**config.mk**
```make
export PLATFORM = sky130hd
export DESIGN_NAME = gost_front
export DESIGN_NICKNAME = d
export VERILOG_FILES = /design/src/design/gost_pkg.sv /design/src/design/gost_front.sv
export SDC_FILE = /design/constraint.sdc
export NUM_CORES = 1
export LEC_CHECK = 0
export ABC_CLOCK_PERIOD_IN_PS = 5600
export CAP_MARGIN = 20
export CORE_ASPECT_RATIO = 0.75
export CORE_MARGIN = 5
export CORE_UTILIZATION = 42
export DETAILED_ROUTE_END_ITERATION = 10
export DONT_BUFFER_PORTS = 1
export SYNTH_ARGS = -nofsm -noshare
export SYNTH_HDL_FRONTEND = slang
export SYNTH_SLANG_ARGS = --single-unit
```
**constraint.sdc**
```tcl
create_clock -name i_clk -period 5.6 [get_ports i_clk]
set_clock_uncertainty 0.2 [all_clocks]
set_input_delay 0.84 -clock i_clk [delete_from_list [all_inputs] [get_ports i_clk]]
set_output_delay 0.84 -clock i_clk [all_outputs]
set_load 0.01 [all_outputs]
```
**src/design/gost_pkg.sv**
```systemverilog
// Package for the GOST R 34.11-94 hash block: queue sizes, request type, key constant, S-boxes,
// round function and the A, P and psi transforms. No dependencies.
package gost_pkg;

    localparam int QDEPTH = 4;
    localparam int QAW    = 2;

    typedef struct packed {
        logic [7:0] data_byte;
        logic       byte_present;
        logic       end_of_message;
    } t_req;

    localparam logic [255:0] KEY_CONST = {
        8'hFF, 8'h00, 8'hFF, 8'hFF, 8'h00, 8'h00, 8'h00, 8'hFF,
        8'hFF, 8'h00, 8'h00, 8'hFF, 8'h00, 8'hFF, 8'hFF, 8'h00,
        8'h00, 8'hFF, 8'h00, 8'hFF, 8'h00, 8'hFF, 8'h00, 8'hFF,
        8'hFF, 8'h00, 8'hFF, 8'h00, 8'hFF, 8'h00, 8'hFF, 8'h00
    };

    function automatic logic [3:0] sbox(input logic [2:0] n, input logic [3:0] x);
        logic [63:0] row;
        case (n)
            3'd0: row = 64'h3_5_F_7_C_1_B_6_E_0_8_D_2_9_A_4;
            3'd1: row = 64'h9_5_7_0_1_8_3_2_A_F_D_6_C_4_B_E;
            3'd2: row = 64'hB_9_0_6_7_C_F_E_2_4_3_A_D_1_8_5;
            3'd3: row = 64'h3_5_2_B_C_6_4_E_F_9_8_0_1_A_D_7;
            3'd4: row = 64'h2_B_3_0_E_9_A_4_8_D_F_5_1_7_C_6;
            3'd5: row = 64'hE_F_C_9_5_8_6_3_D_1_2_7_0_A_B_4;
            3'd6: row = 64'hC_2_8_6_7_E_A_0_9_5_F_3_1_4_B_D;
            default: row = 64'hC_8_B_6_E_3_2_9_4_A_7_5_0_D_F_1;
        endcase
        return row[x*4 +: 4];
    endfunction

    function automatic logic [31:0] round_fn(input logic [31:0] x, input logic [31:0] k);
        logic [31:0] s;
        logic [31:0] r;
        s = x + k;
        for (int i = 0; i < 8; i++) begin
            r[i*4 +: 4] = sbox(3'(i), s[i*4 +: 4]);
        end
        return {r[20:0], r[31:21]};
    endfunction

    function automatic logic [255:0] a_tf(input logic [255:0] y);
        return {y[63:0] ^ y[127:64], y[255:64]};
    endfunction

    function automatic logic [255:0] p_tf(input logic [255:0] y);
        logic [255:0] r;
        for (int i = 0; i < 32; i++) begin
            r[i*8 +: 8] = y[(((i % 4) * 8) + (i / 4))*8 +: 8];
        end
        return r;
    endfunction

    function automatic logic [255:0] psi1(input logic [255:0] a);
        logic [15:0] f;
        f = a[15:0] ^ a[31:16] ^ a[47:32] ^ a[63:48] ^ a[207:192] ^ a[255:240];
        return {f, a[255:16]};
    endfunction

endpackage

```
**src/design/gost_front.sv**
```systemverilog
// Front end: takes input requests, drops idle ones, queues the rest.
// Depends on gost_pkg.
module gost_front (
    input  logic            i_clk,
    input  logic            i_rst_n,
    input  logic            i_valid,
    output logic            o_ready,
    input  gost_pkg::t_req  i_req,
    output logic            o_q_valid,
    input  logic            i_q_ready,
    output gost_pkg::t_req  o_q_req
);
    gost_pkg::t_req r_mem [gost_pkg::QDEPTH];
    logic [gost_pkg::QAW-1:0] r_wp, r_rp;
    logic [gost_pkg::QAW:0]   r_cnt;
    logic push, pop, useful;

    assign useful    = i_req.byte_present | i_req.end_of_message;
    assign o_ready   = (r_cnt != 3'(gost_pkg::QDEPTH));
    assign push      = i_valid & o_ready & useful;
    assign o_q_valid = (r_cnt != '0);
    assign pop       = o_q_valid & i_q_ready;
    assign o_q_req   = r_mem[r_rp];

    always_ff @(posedge i_clk) begin
        if (push) r_mem[r_wp] <= i_req;
        if (!i_rst_n) begin
            r_wp <= '0; r_rp <= '0; r_cnt <= '0;
        end else begin
            if (push) r_wp <= r_wp + 1'b1;
            if (pop)  r_rp <= r_rp + 1'b1;
            r_cnt <= r_cnt + {2'b0, push} - {2'b0, pop};
        end
    end
endmodule

```
**After elaboration in Yosys (flattened, before gate mapping)**

Memories as Yosys holds them, arrays and structs flattened. A register that Yosys moved wholly into a read port is not among the register bits.
Cells that the tools add are included.

- Eq/ne operators: 1
- Mux-type cells: 4
- Reduce and logical (&&, ||, !) cells: 1
- Bitwise logic cells: 4
- Add/subtract/negate cells: 4

Operators with widths:

| cell | count |
|---|---|
| $add A2 B1 Y2 const B | 2 |
| $mux W2 | 2 |
| $add A3 B1 Y3 | 1 |
| $and A1 B1 Y1 | 3 |
| $ne A3 B3 Y1 const B | 1 |
| $reduce_bool A3 Y1 | 1 |
| $sub A3 B1 Y3 | 1 |
| $mux W1 | 2 |
| $or A1 B1 Y1 | 1 |

- Word-level logic and storage cells: 18
- Flip-flop bits (word level): 7
- RAM bits: 40
- Output and inout port bits: 12
- Memories kept: 1
- Input port bits: 14

Memories:

| name | depth | bits a word | rd ports | clocked after Yosys merged registers in | write ports | RTL line | text |
|---|---|---|---|---|---|---|---|
| r_mem | 4 | 10 | 1 | 1 | 1 | gost_front.sv:13 | `gost_pkg::t_req r_mem [gost_pkg::QDEPTH];` |

**Logic depth before layout (Yosys ltp)**

- Depth in word-level cells: 5
- Mapped depth: 11

**Worst setup path before layout**

OpenSTA, ideal clock, no wires.

- Kind: input to register
- Start point: input port i_req[0] in the netlist's numbering
- End point: register r_cnt[2] in the netlist's numbering
- Buffers on the path: 0
- Stages on the path: 11
- Library setup time: 115 ps
- Path slack: 2810 ps
- Data arrival time: 2475 ps
- Path through: o21ai_0 > a21oi_2 > inv_1 > ha_1 > inv_1 > ha_1 > inv_1 > fa_1 > xnor2_1 > xnor2_1 > and2_1

- Longest elaborated chain between the ends: 4

Ends and longest elaborated chain:

| item | RTL line | text |
|---|---|---|
| start: declaration | gost_front.sv:8 | `input gost_pkg::t_req i_req,` |
| $or A1 B1 Y1 | gost_front.sv:18 | `assign useful = i_req.byte_present \| i_req.end_of_message;` |
| $and A1 B1 Y1 | gost_front.sv:20 | `assign push = i_valid & o_ready & useful;` |
| $add A3 B1 Y3 | gost_front.sv:32 | `r_cnt <= r_cnt + {2'b0, push} - {2'b0, pop};` |
| $sub A3 B1 Y3 | gost_front.sv:32 |  |
| end signal: assignment | gost_front.sv:32 |  |
| end: declaration | gost_front.sv:15 | `logic [gost_pkg::QAW:0] r_cnt;` |

No other way between the ends.
A chain may end at the register's enable or synchronous reset.

==> metrics <==
detailed placer's ending HPWL=2030 um; Setup CP Type=reg -> out; initial core utilization=43.5%; LEAKAGE=0.674 nW; fin area=0.00207 mm2; Hold Crit Class=reg -> reg; DIE AREA=0.00610 mm2; RSZ-0062 raised after global routing=no; fmax=357 MHz; Cell Rows=21; Reg-to-Reg Start=r_cnt[1]; Arr. time, crit path=1.76 ns; Starting DRT DRC Count=24; CTS max path bufs=2; Skew-Pair Late Insertion Delay=0.29 ns; vias in the first global route=892; Cell Area, Placed=0.00199 mm2; Placer Congestion=0.654; pin slew with the least headroom to its limit=0.676 ns; final hold vios=0; routed wire length per instance=18.5 um; Root Buffer=clkbuf_8; # IOs=26; synthesized flop and latch total=49; final total power=0.000848 W; Die H=68.9 um; antenna cells=0; Worst path max stage delay=0.76 ns; Post-CTS Resized=0; slowest stage cell, crit path=dfxtp_1; routed via count=826; GRT Util Overall=11.4%; CP Max Fanout=10; via/cell ratio=5.07; layout cells sized above 1=14.2%; worst hold endpoint=r_wp[1]; Final Cycle Share=50.0%; Area growth, synth to finish=6.76%; total grt overflow=0; Hold Buf Count CTS=0; initial antenna violation count=0; Mean Syn Cell Area=19.2 um2; peak supply drop=0.000118 V; Rel. slew slack=54.9%; final WL=3020 um; crit-path cells=mux4_1; Fin Hold WS=0.304 ns; Max Slew Vio Count=0; CTS tree=built; drt drc=0; area leader, netlist=edfxtp_1; core area=0.00447 mm2; Post-Synthesis Cell Area=0.00194 mm2; Yosys top cell area share=61.8%; sequential fraction of the synthesis area=71.1%; TritonCTS buffer count=5; largest net degree at the start of global routing=14; CP delay by family, top=flip-flops; number of max-cap violations=0; Hold Crit Depth=2; Crit. End Element=primary output; CP Launch Type=register; final setup violation count=0; setup TNS=0 ns; Synthesized Nets=122; area taken by multi-input logic gates=523 um2; Ys Warns=0; r2r worst-path depth=11; first-pass GRT wire length=4650 um; capturing point of the worst reg2reg path=r_cnt[2]; WP buf/inv=0; Layout Nets=126; number of unique standard cell types used by synthesis=21; Syn Inst Count=101; Clock Sinks=49; Filler Cell Count=391; H-tree lvl count=2; status=complete, no violations; r2r setup slk=2.95 ns; register area=0.00138 mm2; number of I/O port buffers=0; data required time of the worst path=4.56 ns; fin util=46.4%; critical path depth in cells=1; Die Wd=88.5 um; Synth area leaders=edfxtp_1 (62%), dfxtp_1 (9.3%), mux4_2 (7.0%); Worst-path clk slew=0.08 ns; Antenna Nets Post-Route=0; DRT Pass-1 Iters=4; min-delay src=r_wp[1]; crit path time final=2.80 ns; pwr dens=409 mW/mm2; post-CTS setup buffer count=0
-- worst max path at each step --
stage,start,end
6_report,register,o_q_req[6]
5_1_grt,register,o_q_req[6]
4_1_cts,register,o_q_req[6]
3_5_place_dp,i_req[0],r_cnt[2]
3_3_place_gp,i_req[0],r_cnt[2]
2_1_floorplan,i_req[0],r_cnt[2]
-- synth_stat cells, drive strengths merged --
library cell,number
nor2,1
nand2,5
o31a,1
xnor2,4
nor2b,3
fa,1
o311ai,1
and2,7
ha,6
or3,1
mux4,10
o21ai,1
a21oi,1
clkbuf,2
edfxtp,40
buf,1
mux2i,2
dfxtp,9
inv,5
-- where the power goes --
group / internal (W) / total, W / switching, W / leakage, nW
registers: 0.000437 / 0.000483 / 0.0000468 / 0.439
clock network: 0.0000887 / 0.000187 / 0.0000986 / 0.0395
logic: 0.0000928 / 0.000177 / 0.0000845 / 0.196
total: 0.000618 / 0.000848 / 0.000230 / 0.674
-- placed cells by master (no fill, tap or decap), types with 2 or more instances in the layout --
cell type   n
mux4_2      6
edfxtp_1   40
clkbuf_8    5
xnor2_1     4
dfxtp_1     9
nor2b_1     3
mux2i_1     2
ha_1        6
clkbuf_1    3
nand2_1     5
and2_1      7
mux4_1      4
inv_1       5
-- cells by family (layout without fill, tap and decap cells) --
group | after synthesis | count (layout) | synth area share, %
simple gates | 17 | 17 | 4.77
xor+xnor | 4 | 4 | 1.80
compound gates | 4 | 4 | 2.06
buf+inv | 8 | 13 | 2.00
flops | 49 | 49 | 71.1
fa+ha+maj | 7 | 7 | 4.89
mux | 12 | 12 | 13.4
-- cell type report --
class | count | area share, %
Inverter | 5 | 0.905
Multi-Input combinational cell | 44 | 25.2
Sequential cell | 49 | 66.6
Tap cell | 57 | 3.44
Clock buffer | 8 | 3.86
-- per-layer routing --
layer	wire length, um	GRT usage, %	up-vias	share of wire, %
met4	53	6.23	0	1.8
met2	1500	18.1	18	50
li1	-	-	393	-
met1	1190	12.7	411	39
met5	0	0	-	0
met3	281	5.46	4	9.3
-- flip-flops by register name, indices dropped and copies added, names as in the netlist, named ones only --
name,cells
r_mem,40
r_cnt,3
r_rp,2
r_wp,2
-- metrics by stage --
step | std cells | setup WS [ns]
global route | 163 | 2.67
floorplan | 101 | 2.81
global placement | 155 | 2.71
finish | 163 | 2.80
detailed placement | 155 | 2.64
CTS | 163 | 2.73
No activity file was read; power rests on OpenSTA's default activity.
